===== config.mk =====
export PLATFORM = sky130hd
export DESIGN_NAME = wheel_speed_pd_with_output_ramp
export DESIGN_NICKNAME = d
export VERILOG_FILES = /design/src/design/wspd_pkg.sv /design/src/design/wspd_useq.sv /design/src/design/wspd_dp.sv /design/src/design/wheel_speed_pd_with_output_ramp.sv
export SDC_FILE = /design/constraint.sdc
export NUM_CORES = 2
export LEC_CHECK = 0
export BUFFER_PORTS_ARGS = -buffer_cell sky130_fd_sc_hd__clkbuf_2
export CORE_ASPECT_RATIO = 0.75
export CORE_MARGIN = 5
export CORE_UTILIZATION = 60
export CTS_CLUSTER_DIAMETER = 40
export DETAILED_ROUTE_END_ITERATION = 8
export PLACE_DENSITY = 0.85
export SLEW_MARGIN = 20
export SYNTH_ARGS = -nofsm -noshare
export SYNTH_HDL_FRONTEND = slang
export SYNTH_SLANG_ARGS = --single-unit
export TNS_END_PERCENT = 1

===== constraint.sdc =====
create_clock -name clk -period 11.52 [get_ports clk]
set_input_delay 0.576 -clock clk [delete_from_list [all_inputs] [get_ports clk]]
set_output_delay 0.576 -clock clk [all_outputs]
set_load 0.01 [all_outputs]

===== src/design/wspd_pkg.sv =====
// ----------------------------------------------------------------------------
// wspd_pkg: shared types and constants for the wheel speed PD controller
// Control word layout, datapath select codes, microcode program and widths.
// ----------------------------------------------------------------------------
package wspd_pkg;

  // Configuration register indexes
  localparam int CFG_IDX_W = 3;
  localparam logic [CFG_IDX_W-1:0] CFG_SETPOINT  = 3'd0;
  localparam logic [CFG_IDX_W-1:0] CFG_SCALE     = 3'd1;
  localparam logic [CFG_IDX_W-1:0] CFG_DIFF_GAIN = 3'd2;
  localparam logic [CFG_IDX_W-1:0] CFG_PROP_GAIN = 3'd3;
  localparam logic [CFG_IDX_W-1:0] CFG_OVER_LIM  = 3'd4;

  // Operation codes on in_tuser
  localparam logic OP_SAMPLE = 1'b0;
  localparam logic OP_TICK   = 1'b1;

  // Datapath widths
  localparam int MA_W    = 42;            // multiplier operand A, signed
  localparam int MB_W    = 15;            // multiplier operand B, signed
  localparam int PROD_W  = MA_W + MB_W;   // product register
  localparam int ACC_W   = 44;            // accumulator
  localparam int SUM_W   = 14;            // signed count sum
  localparam int TICK_W  = 7;             // clamped tick, covers RAMP_STEPS up to 127
  localparam int DIG_W   = 4;             // quotient bits per divide step
  localparam int DVD_W   = 48;            // ramp dividend magnitude
  localparam int DIV_STEPS = DVD_W / DIG_W;
  localparam int REM_W   = 7;             // remainder, below RAMP_STEPS
  localparam int CUR_W   = REM_W + DIG_W;
  localparam int Q_W     = 42;            // quotient bits kept for the ramp add
  localparam int CNT_W   = 4;
  localparam logic [CNT_W-1:0] DIV_LAST = CNT_W'(DIV_STEPS - 1);

  // Microcode
  localparam int UPC_W = 4;
  localparam logic [UPC_W-1:0] SAMPLE_ENTRY = 4'd0;
  localparam logic [UPC_W-1:0] TICK_ENTRY   = 4'd7;

  typedef enum logic [2:0] {
    MUL_NONE,
    MUL_SPEED,
    MUL_PROP,
    MUL_DIFF,
    MUL_TICK
  } mul_sel_t;

  typedef enum logic [3:0] {
    ALU_NONE,
    ALU_SPEED,
    ALU_ERR,
    ALU_EDIFF,
    ALU_ACC_LD,
    ALU_ACC_ADD,
    ALU_ODIFF,
    ALU_DIV_INIT,
    ALU_DIV_STEP,
    ALU_RAMP
  } alu_t;

  typedef enum logic [1:0] {
    BR_NEXT,
    BR_LOOP,
    BR_END
  } br_t;

  typedef struct packed {
    mul_sel_t         mul;
    alu_t             alu;
    logic             commit;
    logic             emit;
    br_t              br;
    logic [UPC_W-1:0] target;
  } ucode_t;

  // Control group from sequencer to datapath, already gated by stall
  typedef struct packed {
    mul_sel_t mul;
    alu_t     alu;
    logic     commit;
    logic     emit;
  } ctl_t;

  // Program: sample at SAMPLE_ENTRY, ramp tick at TICK_ENTRY
  function automatic ucode_t ucode_rom(input logic [UPC_W-1:0] upc);
    ucode_t w;
    w = '{MUL_NONE, ALU_NONE, 1'b0, 1'b0, BR_END, '0};
    case (upc)
      4'd0:  w = '{MUL_SPEED, ALU_NONE,     1'b0, 1'b0, BR_NEXT, '0};
      4'd1:  w = '{MUL_NONE,  ALU_SPEED,    1'b0, 1'b0, BR_NEXT, '0};
      4'd2:  w = '{MUL_NONE,  ALU_ERR,      1'b0, 1'b0, BR_NEXT, '0};
      4'd3:  w = '{MUL_PROP,  ALU_EDIFF,    1'b0, 1'b0, BR_NEXT, '0};
      4'd4:  w = '{MUL_DIFF,  ALU_ACC_LD,   1'b0, 1'b0, BR_NEXT, '0};
      4'd5:  w = '{MUL_NONE,  ALU_ACC_ADD,  1'b0, 1'b0, BR_NEXT, '0};
      4'd6:  w = '{MUL_NONE,  ALU_NONE,     1'b1, 1'b1, BR_END,  '0};
      4'd7:  w = '{MUL_NONE,  ALU_ODIFF,    1'b0, 1'b0, BR_NEXT, '0};
      4'd8:  w = '{MUL_TICK,  ALU_NONE,     1'b0, 1'b0, BR_NEXT, '0};
      4'd9:  w = '{MUL_NONE,  ALU_DIV_INIT, 1'b0, 1'b0, BR_NEXT, '0};
      4'd10: w = '{MUL_NONE,  ALU_DIV_STEP, 1'b0, 1'b0, BR_LOOP, 4'd10};
      4'd11: w = '{MUL_NONE,  ALU_RAMP,     1'b0, 1'b0, BR_NEXT, '0};
      4'd12: w = '{MUL_NONE,  ALU_NONE,     1'b0, 1'b1, BR_END,  '0};
      default: w = '{MUL_NONE, ALU_NONE,    1'b0, 1'b0, BR_END,  '0};
    endcase
    return w;
  endfunction

endpackage


===== src/design/wspd_useq.sv =====
// ----------------------------------------------------------------------------
// wspd_useq: microcode sequencer
// Step counter, control store, loop counter and stall on a full output slot.
// ----------------------------------------------------------------------------
module wspd_useq (
  input  logic            clk,
  input  logic            rst_n,
  input  logic            start,
  input  logic            start_op,
  input  logic            out_free,
  output logic            busy,
  output wspd_pkg::ctl_t  ctl
);

  logic [wspd_pkg::UPC_W-1:0] upc_r, upc_nxt;
  logic [wspd_pkg::CNT_W-1:0] cnt_r, cnt_nxt;
  logic                       busy_r, busy_nxt;
  wspd_pkg::ucode_t           cw;
  logic                       stall;
  logic                       run;

  assign cw    = wspd_pkg::ucode_rom(upc_r);
  assign stall = cw.emit && !out_free;
  assign run   = busy_r && !stall;

  // Next state
  always_comb begin
    upc_nxt  = upc_r;
    cnt_nxt  = cnt_r;
    busy_nxt = busy_r;
    if (start) begin
      upc_nxt  = (start_op == wspd_pkg::OP_TICK) ? wspd_pkg::TICK_ENTRY
                                                 : wspd_pkg::SAMPLE_ENTRY;
      cnt_nxt  = wspd_pkg::DIV_LAST;
      busy_nxt = 1'b1;
    end else if (run) begin
      unique case (cw.br)
        wspd_pkg::BR_NEXT: upc_nxt = upc_r + 1'b1;
        wspd_pkg::BR_LOOP: begin
          if (cnt_r != '0) begin
            cnt_nxt = cnt_r - 1'b1;
            upc_nxt = cw.target;
          end else begin
            upc_nxt = upc_r + 1'b1;
          end
        end
        wspd_pkg::BR_END:  busy_nxt = 1'b0;
        default:           busy_nxt = 1'b0;
      endcase
    end
  end

  // Outputs: drop the control word while idle or stalled
  always_comb begin
    busy       = busy_r;
    ctl.mul    = wspd_pkg::MUL_NONE;
    ctl.alu    = wspd_pkg::ALU_NONE;
    ctl.commit = 1'b0;
    ctl.emit   = 1'b0;
    if (run) begin
      ctl.mul    = cw.mul;
      ctl.alu    = cw.alu;
      ctl.commit = cw.commit;
      ctl.emit   = cw.emit;
    end
  end

  always_ff @(posedge clk) begin
    if (!rst_n) begin
      upc_r  <= '0;
      cnt_r  <= '0;
      busy_r <= 1'b0;
    end else begin
      upc_r  <= upc_nxt;
      cnt_r  <= cnt_nxt;
      busy_r <= busy_nxt;
    end
  end

  a_start_idle: assert property (@(posedge clk) disable iff (!rst_n)
    start |-> !busy_r)
    else $error("item started while sequencer busy");

  a_end_emits: assert property (@(posedge clk) disable iff (!rst_n)
    $fell(busy_r) |-> $past(ctl.emit))
    else $error("program ended without emitting a result");

  a_stall_holds: assert property (@(posedge clk) disable iff (!rst_n)
    busy_r && stall |=> busy_r && upc_r == $past(upc_r))
    else $error("step advanced while output slot full");

endmodule


===== src/design/wspd_dp.sv =====
// ----------------------------------------------------------------------------
// wspd_dp: controller datapath
// Config registers, state, one shared multiplier, accumulator, ramp divider.
// ----------------------------------------------------------------------------
module wspd_dp #(
  parameter int RAMP_STEPS = 20
) (
  input  logic                              clk,
  input  logic                              rst_n,
  input  logic                              cfg_we,
  input  logic [wspd_pkg::CFG_IDX_W-1:0]    cfg_idx,
  input  logic [31:0]                       cfg_wdata,
  input  logic                              start,
  input  logic                              op,
  input  logic [11:0]                       left_count,
  input  logic [11:0]                       right_count,
  input  logic                              reverse,
  input  logic [4:0]                        tick_index,
  input  wspd_pkg::ctl_t                    ctl,
  output logic [79:0]                       out_data
);

  localparam int PW = wspd_pkg::PROD_W;
  localparam int AW = wspd_pkg::ACC_W;

  // Configuration
  logic [31:0] set_r,   set_nxt;
  logic [30:0] scale_r, scale_nxt;
  logic [7:0]  dg_r,    dg_nxt;
  logic [7:0]  pg_r,    pg_nxt;
  logic [11:0] lim_r,   lim_nxt;

  // Controller state
  logic [31:0] prev_r,  prev_nxt;
  logic [39:0] old_r,   old_nxt;
  logic [39:0] new_r,   new_nxt;
  logic [31:0] speed_r, speed_nxt;

  // Working registers
  logic [wspd_pkg::SUM_W-1:0]  sum_r,  sum_nxt;
  logic [wspd_pkg::TICK_W-1:0] tick_r, tick_nxt;
  logic                        over_r, over_nxt;
  logic [31:0]                 err_r,  err_nxt;
  logic [wspd_pkg::MA_W-1:0]   tmp_r,  tmp_nxt;
  logic [PW-1:0]               prod_r, prod_nxt;
  logic [AW-1:0]               acc_r,  acc_nxt;
  logic                        neg_r,  neg_nxt;
  logic [wspd_pkg::DVD_W-1:0]  dvd_r,  dvd_nxt;
  logic [wspd_pkg::DVD_W-1:0]  quo_r,  quo_nxt;
  logic [wspd_pkg::REM_W-1:0]  rem_r,  rem_nxt;
  logic [79:0]                 out_r,  out_nxt;

  logic [wspd_pkg::MA_W-1:0]   mul_a;
  logic [wspd_pkg::MB_W-1:0]   mul_b;
  logic signed [PW-1:0]        mul_full;
  logic [12:0]                 cnt_sum;
  logic [wspd_pkg::SUM_W-1:0]  sum_pos;
  logic [32:0]                 err_raw;
  logic [PW-1:0]               prod_mag;
  logic [wspd_pkg::CUR_W-1:0]  div_cur;
  logic [wspd_pkg::CUR_W-1:0]  div_sub;
  logic [wspd_pkg::DIG_W-1:0]  div_dig;
  logic [AW-1:0]               quo_ext;
  logic [39:0]                 acc_sat;

  function automatic logic [31:0] sat_to32(input logic [45:0] v);
    if (v[45:31] == {15{v[45]}}) return v[31:0];
    return v[45] ? 32'h8000_0000 : 32'h7fff_ffff;
  endfunction

  function automatic logic [39:0] sat_to40(input logic [AW-1:0] v);
    if (v[AW-1:39] == {(AW-39){v[AW-1]}}) return v[39:0];
    return v[AW-1] ? 40'h80_0000_0000 : 40'h7f_ffff_ffff;
  endfunction

  // Shared multiplier operand select
  always_comb begin
    unique case (ctl.mul)
      wspd_pkg::MUL_SPEED: begin
        mul_a = {11'b0, scale_r};
        mul_b = {sum_r[wspd_pkg::SUM_W-1], sum_r};
      end
      wspd_pkg::MUL_PROP: begin
        mul_a = {{10{err_r[31]}}, err_r};
        mul_b = {7'b0, pg_r};
      end
      wspd_pkg::MUL_DIFF: begin
        mul_a = tmp_r;
        mul_b = {7'b0, dg_r};
      end
      wspd_pkg::MUL_TICK: begin
        mul_a = tmp_r;
        mul_b = {8'b0, tick_r};
      end
      default: begin
        mul_a = '0;
        mul_b = '0;
      end
    endcase
  end

  assign mul_full = $signed(mul_a) * $signed(mul_b);

  assign cnt_sum  = {1'b0, left_count} + {1'b0, right_count};
  assign sum_pos  = {1'b0, cnt_sum};
  assign err_raw  = {set_r[31], set_r} - {speed_r[31], speed_r};
  assign prod_mag = prod_r[PW-1] ? (PW'(0) - prod_r) : prod_r;
  assign div_cur  = {rem_r, dvd_r[wspd_pkg::DVD_W-1 -: wspd_pkg::DIG_W]};
  assign quo_ext  = {{(AW-wspd_pkg::Q_W){1'b0}}, quo_r[wspd_pkg::Q_W-1:0]};
  assign acc_sat  = sat_to40(acc_r);

  // One radix-16 quotient digit against constant multiples of the divisor
  always_comb begin
    div_dig = '0;
    div_sub = '0;
    for (int k = 1; k < (1 << wspd_pkg::DIG_W); k++) begin
      if (div_cur >= wspd_pkg::CUR_W'(k * RAMP_STEPS)) begin
        div_dig = wspd_pkg::DIG_W'(k);
        div_sub = wspd_pkg::CUR_W'(k * RAMP_STEPS);
      end
    end
  end

  always_comb begin
    set_nxt   = set_r;
    scale_nxt = scale_r;
    dg_nxt    = dg_r;
    pg_nxt    = pg_r;
    lim_nxt   = lim_r;
    prev_nxt  = prev_r;
    old_nxt   = old_r;
    new_nxt   = new_r;
    speed_nxt = speed_r;
    sum_nxt   = sum_r;
    tick_nxt  = tick_r;
    over_nxt  = over_r;
    err_nxt   = err_r;
    tmp_nxt   = tmp_r;
    prod_nxt  = prod_r;
    acc_nxt   = acc_r;
    neg_nxt   = neg_r;
    dvd_nxt   = dvd_r;
    quo_nxt   = quo_r;
    rem_nxt   = rem_r;
    out_nxt   = out_r;

    if (cfg_we) begin
      case (cfg_idx)
        wspd_pkg::CFG_SETPOINT:  set_nxt   = cfg_wdata;
        wspd_pkg::CFG_SCALE:     scale_nxt = cfg_wdata[30:0];
        wspd_pkg::CFG_DIFF_GAIN: dg_nxt    = cfg_wdata[7:0];
        wspd_pkg::CFG_PROP_GAIN: pg_nxt    = cfg_wdata[7:0];
        wspd_pkg::CFG_OVER_LIM:  lim_nxt   = cfg_wdata[11:0];
        default: ;
      endcase
    end

    // Capture the item; tick beyond the ramp clamps to its end
    if (start) begin
      sum_nxt  = reverse ? (wspd_pkg::SUM_W'(0) - sum_pos) : sum_pos;
      tick_nxt = ({2'b0, tick_index} > wspd_pkg::TICK_W'(RAMP_STEPS))
                 ? wspd_pkg::TICK_W'(RAMP_STEPS) : {2'b0, tick_index};
      over_nxt = (op == wspd_pkg::OP_SAMPLE) && (right_count > lim_r);
    end

    if (ctl.mul != wspd_pkg::MUL_NONE) begin
      prod_nxt = mul_full;
    end

    unique case (ctl.alu)
      wspd_pkg::ALU_NONE: ;
      // prod >>> 1 floors toward minus infinity
      wspd_pkg::ALU_SPEED:   speed_nxt = sat_to32(prod_r[46:1]);
      wspd_pkg::ALU_ERR:     err_nxt   = sat_to32({{13{err_raw[32]}}, err_raw});
      wspd_pkg::ALU_EDIFF:   tmp_nxt   = {{10{err_r[31]}}, err_r}
                                       - {{10{prev_r[31]}}, prev_r};
      wspd_pkg::ALU_ACC_LD:  acc_nxt   = prod_r[AW-1:0];
      wspd_pkg::ALU_ACC_ADD: acc_nxt   = acc_r + prod_r[AW-1:0];
      wspd_pkg::ALU_ODIFF:   tmp_nxt   = {{2{new_r[39]}}, new_r}
                                       - {{2{old_r[39]}}, old_r};
      wspd_pkg::ALU_DIV_INIT: begin
        neg_nxt = prod_r[PW-1];
        dvd_nxt = prod_mag[wspd_pkg::DVD_W-1:0];
        quo_nxt = '0;
        rem_nxt = '0;
      end
      wspd_pkg::ALU_DIV_STEP: begin
        dvd_nxt = {dvd_r[wspd_pkg::DVD_W-wspd_pkg::DIG_W-1:0], {wspd_pkg::DIG_W{1'b0}}};
        quo_nxt = {quo_r[wspd_pkg::DVD_W-wspd_pkg::DIG_W-1:0], div_dig};
        rem_nxt = wspd_pkg::REM_W'(div_cur - div_sub);
      end
      // Quotient magnitude truncates, so the sign goes on afterward
      wspd_pkg::ALU_RAMP: acc_nxt = {{(AW-40){old_r[39]}}, old_r}
                                  + (neg_r ? (AW'(0) - quo_ext) : quo_ext);
      default: ;
    endcase

    if (ctl.commit) begin
      prev_nxt = err_r;
      old_nxt  = new_r;
      new_nxt  = acc_sat;
    end

    if (ctl.emit) begin
      out_nxt = {7'b0, over_r, speed_r, acc_sat};
    end
  end

  always_ff @(posedge clk) begin
    if (!rst_n) begin
      set_r   <= 32'd655360;
      scale_r <= 31'd65536;
      dg_r    <= 8'd5;
      pg_r    <= 8'd50;
      lim_r   <= 12'd3000;
      prev_r  <= '0;
      old_r   <= '0;
      new_r   <= '0;
      speed_r <= '0;
    end else begin
      set_r   <= set_nxt;
      scale_r <= scale_nxt;
      dg_r    <= dg_nxt;
      pg_r    <= pg_nxt;
      lim_r   <= lim_nxt;
      prev_r  <= prev_nxt;
      old_r   <= old_nxt;
      new_r   <= new_nxt;
      speed_r <= speed_nxt;
    end
  end

  always_ff @(posedge clk) begin
    sum_r  <= sum_nxt;
    tick_r <= tick_nxt;
    over_r <= over_nxt;
    err_r  <= err_nxt;
    tmp_r  <= tmp_nxt;
    prod_r <= prod_nxt;
    acc_r  <= acc_nxt;
    neg_r  <= neg_nxt;
    dvd_r  <= dvd_nxt;
    quo_r  <= quo_nxt;
    rem_r  <= rem_nxt;
    out_r  <= out_nxt;
  end

  assign out_data = out_r;

endmodule


===== src/design/wheel_speed_pd_with_output_ramp.sv =====
// ----------------------------------------------------------------------------
// wheel_speed_pd_with_output_ramp: wheel speed PD controller with output ramp
// Microcoded controller over one shared multiplier and a radix-16 divider.
// ----------------------------------------------------------------------------
// Usage:
//   in_*   stream: tuser selects the operation (0 sample, 1 ramp tick),
//          tdata carries the encoder counts, reverse flag and tick index.
//   out_*  stream: one result per item, drive value, measured speed and
//          overspeed flag, held in an output register until transferred.
//   cfg_*  write channel: index picks the register, always ready; write only
//          while no item is in flight.
// Timing: a sample runs 7 microcode steps, bounded by the single multiplier
//   (scale, prop and diff products in turn). A tick is set by the 12-step
//   radix-16 divide by RAMP_STEPS. A new item is taken only once the program
//   of the previous item has ended, so items never overlap in the sequencer.
// A new item is taken while the previous result still waits; if the output
//   register is still full when a result is due, the sequencer holds on that
//   step until out_tready frees it.
// Reset loads the default configuration and clears the controller state.
// ----------------------------------------------------------------------------
module wheel_speed_pd_with_output_ramp #(
  parameter int RAMP_STEPS = 20
) (
  input  logic                           clk,
  input  logic                           rst_n,
  input  logic                           in_tvalid,
  output logic                           in_tready,
  input  logic [31:0]                    in_tdata,  // left_count[11:0], right_count[23:12],
                                                    // reverse[24], tick_index[29:25]
  input  logic                           in_tuser,  // operation
  output logic                           out_tvalid,
  input  logic                           out_tready,
  output logic [79:0]                    out_tdata, // drive_value[39:0],
                                                    // measured_speed[71:40], overspeed[72]
  input  logic                           cfg_valid,
  output logic                           cfg_ready,
  input  logic [wspd_pkg::CFG_IDX_W-1:0] cfg_index,
  input  logic [31:0]                    cfg_data
);

  logic           busy;
  logic           start;
  logic           out_free;
  logic           out_valid_r, out_valid_nxt;
  wspd_pkg::ctl_t ctl;

  assign in_tready = !busy;
  assign start     = in_tvalid && in_tready;
  assign cfg_ready = 1'b1;
  assign out_free  = !out_valid_r || out_tready;

  always_comb begin
    out_valid_nxt = out_valid_r;
    if (ctl.emit) begin
      out_valid_nxt = 1'b1;
    end else if (out_tready) begin
      out_valid_nxt = 1'b0;
    end
  end

  always_ff @(posedge clk) begin
    if (!rst_n) begin
      out_valid_r <= 1'b0;
    end else begin
      out_valid_r <= out_valid_nxt;
    end
  end

  assign out_tvalid = out_valid_r;

  wspd_useq u_useq (
    .clk      (clk),
    .rst_n    (rst_n),
    .start    (start),
    .start_op (in_tuser),
    .out_free (out_free),
    .busy     (busy),
    .ctl      (ctl)
  );

  wspd_dp #(
    .RAMP_STEPS (RAMP_STEPS)
  ) u_dp (
    .clk         (clk),
    .rst_n       (rst_n),
    .cfg_we      (cfg_valid && cfg_ready),
    .cfg_idx     (cfg_index),
    .cfg_wdata   (cfg_data),
    .start       (start),
    .op          (in_tuser),
    .left_count  (in_tdata[11:0]),
    .right_count (in_tdata[23:12]),
    .reverse     (in_tdata[24]),
    .tick_index  (in_tdata[29:25]),
    .ctl         (ctl),
    .out_data    (out_tdata)
  );

endmodule


==> metrics <==
flip-flop and latch count after synthesis 613; final slew viol count 0; Synth Cell Area 56630 um2; Worst Path Required 11880 ps; Synth cell types 89; Hold Vio Cnt, Final 0; Setup Skew 41.57 ps; period utilization 84.77%; DP Cell Count 7563; most used cell, CP fa_1; CP Depth 31; post-synth top area share 20.26%; Detail Route Antenna Nets 0; Final min period 9766 ps; Ports 156; Clock Path Buffers 3; Final Worst Setup Slack 1754 ps; Synth Flop Type edfxtp_1; 1st-iter DRT viols 5936; clk_lat worst skew 650 ps; EDFF count, synth 357; first-pass iteration count of the detailed router 9; first-pass GRT wire length 261300 um; vias in the first global route 46790; Final Non-Filler Cells 7721; final WL 168900 um; GRT Util Overall 33.09%; endpoints failing setup 0; crit path capture type register; worst vdd ir 0.0001383 V; Final #Nets 7416; Startpoint Class register; Tot Pwr 7306 uW; Max Cap Viol 0; pin count of the biggest net entering global routing 137; Via density 6.168; Mapped Avg Cell Area 8.934 um2; Lkg Pwr 0.02747 uW; CP max stage delay 700 ps; RSZ-0062 raised after global routing no; Site Rows 97; setup TNS 0 ps; R2R depth 31; maximum clock frequency 0.1024 GHz; worst slack at placement 1846 ps; worst-path fanout max 40; Worst Path Buf+Inv 5; Max transition margin 22.57%; starting density of the core 60.51%; clock tree root driver cell clkbuf_16; layout cells sized above 1 6.217%; kind of critical path register to register; Final HPWL DP 128700 um; Die ar. 100700 um2; Critical R2R Launch out_tvalid; Resized cells post-CTS 0; crit-path leading delay family adder cells; most numerous cell in the Yosys netlist nand2_1; placer congestion estimate 1.012; worst setup path startpoint out_tvalid; pwr dens 118.9 nW/um2; overall die width 364.7 um; core area 93570 um2; Crit path arrival time 10130 ps; worst hold path depth 1; worst hold path type input pin to register; Die Height 276.1 um; initial antenna violation count 7; Slew @ Worst Pin 1161 ps; status complete, no violations; end of the critical path u_dp.prod_r[47]; routed vias 47620; post-synthesis sequential area ratio 27.98%; FF-to-FF setup slack 1750 ps; CTS Hold Buffers Added 0; DR WL/cell 21.87 um; main area contributors after synthesis fa_1 20%, edfxtp_1 19%, dfxtp_1 9.1%; Overflow after GRT 0; CTS Buf Count 84; CP max stage cell nand3_1; Area Overhead vs Synth 8.505%; clock sink total 613; htree depth 3; Clk pin slew, worst setup/hold paths 60 ps; worst reg2reg endpoint u_dp.prod_r[47]; drt drc 0; largest area contributor in the netlist fa_1; synth warn 0; Post-CTS Setup Repair Bufs 0; Post-synth top cells 1130 x nand2_1, 824 x inv_1, 573 x fa_1; ys async rst share 0%; Post-Syn Instances 6338; IO buf count 145; CTS tree yes
cells in the final DEF (no fill, tap or decap), types with 11 or more instances in the layout:
master and instances:
o221ai_1 17, a22oi_1 52, nand4_1 24, o211ai_1 25, o21ai_0 299, nand3_1 77
inv_6 14, nand2_1 1128, dfxtp_1 256, nor3_1 42, o21a_1 33, clkbuf_2 144
clkbuf_1 15, conb_1 74, fa_1 573, a21o_1 212, nor2b_1 36, or2_2 11
a211oi_1 32, edfxtp_1 357, o31ai_1 33, xor2_1 129, o21bai_1 31, and3_1 45
and2_1 84, a21oi_1 322, a21boi_0 200, inv_1 823, ha_1 358, nand2b_1 57
or4_1 12, mux2i_1 13, or3_1 25, nor2_1 324, clkbuf_16 89, xnor2_1 190
a31oi_1 25, buf_4 50, o41ai_1 24
layer usage:
metal	wire [um]	up-vias	track usage, %
li1	-	21120	-
met1	65130	22900	45.55
met2	71220	3003	48.36
met3	22560	602	9.726
met4	9977	0	15.43
met5	0	-	0
registers in the layout, summed over array words and instances (netlist names), 40 cells and up:
register       flops
u_dp.old_r        40
u_dp.dvd_r        48
u_dp.prod_r       49
u_dp.tmp_r        41
u_dp.quo_r        42
u_dp.out_data     73
u_dp.new_r        40
u_dp.acc_r        44
area by class of cell:
| class | count | area, um2 |
|---|---|---|
| timing repair buffer | 196 | 1122 |
| tap | 1237 | 1548 |
| antenna | 2 | 5.005 |
| multi-input combinational | 4692 | 37010 |
| clock inverter | 50 | 508.0 |
| fill | 7221 | 32130 |
| inverter | 825 | 3097 |
| clock buffer | 106 | 2311 |
| sequential | 613 | 15850 |
worst reg2reg max path: cells and delay by family (launching register included):
kind,cells,cell delay (ps)
AOI/OAI and AO/OA,8,2090
xor gates and xnor gates,1,100
buffers and inverters,5,1070
DFF,1,310
adders and majority gates,7,3430
and+or+nand+nor,10,2480
stage by stage:
step	hold WS, ps	instance area, um2	util (%)
detailed placement	435.8	58610	62.63
finish	152.0	61440	65.66
CTS	127.1	61420	65.64
global route	145.6	61440	65.66
global placement	435.4	58590	62.61
floorplan	400.3	56900	-
power by group:
group	internal (uW)	switching, uW	total, uW
Clock	1560	1060	2620
Sequential	2460	89.7	2550
Combinational	828	1310	2130
how the worst min path moves through the flow:
stage	start	endpoint	slack, ps
final	in_tdata[29]	u_dp.tick_r[4]	150
after global routing	in_tdata[29]	u_dp.tick_r[4]	150
after floorplan	u_dp.over_r	u_dp.out_data[72]	400
after detailed placement	u_dp.speed_r[15]	u_dp.out_data[55]	440
after CTS	in_tdata[29]	u_dp.tick_r[4]	130
after global placement	u_dp.speed_r[19]	u_dp.out_data[59]	440
logic make-up after synthesis:
| group | Yosys count | synth area share (%) |
|---|---|---|
| compound gates | 1405 | 16.19 |
| xor+xnor | 319 | 4.934 |
| fa+ha+maj | 936 | 28.26 |
| buf+inv | 1105 | 7.382 |
| flops | 613 | 27.98 |
| mux | 13 | 0.2298 |
| other cells | 2 | 0.01326 |
| simple gates | 1945 | 15.01 |
Note: power is estimated with default switching activity, not from simulation.
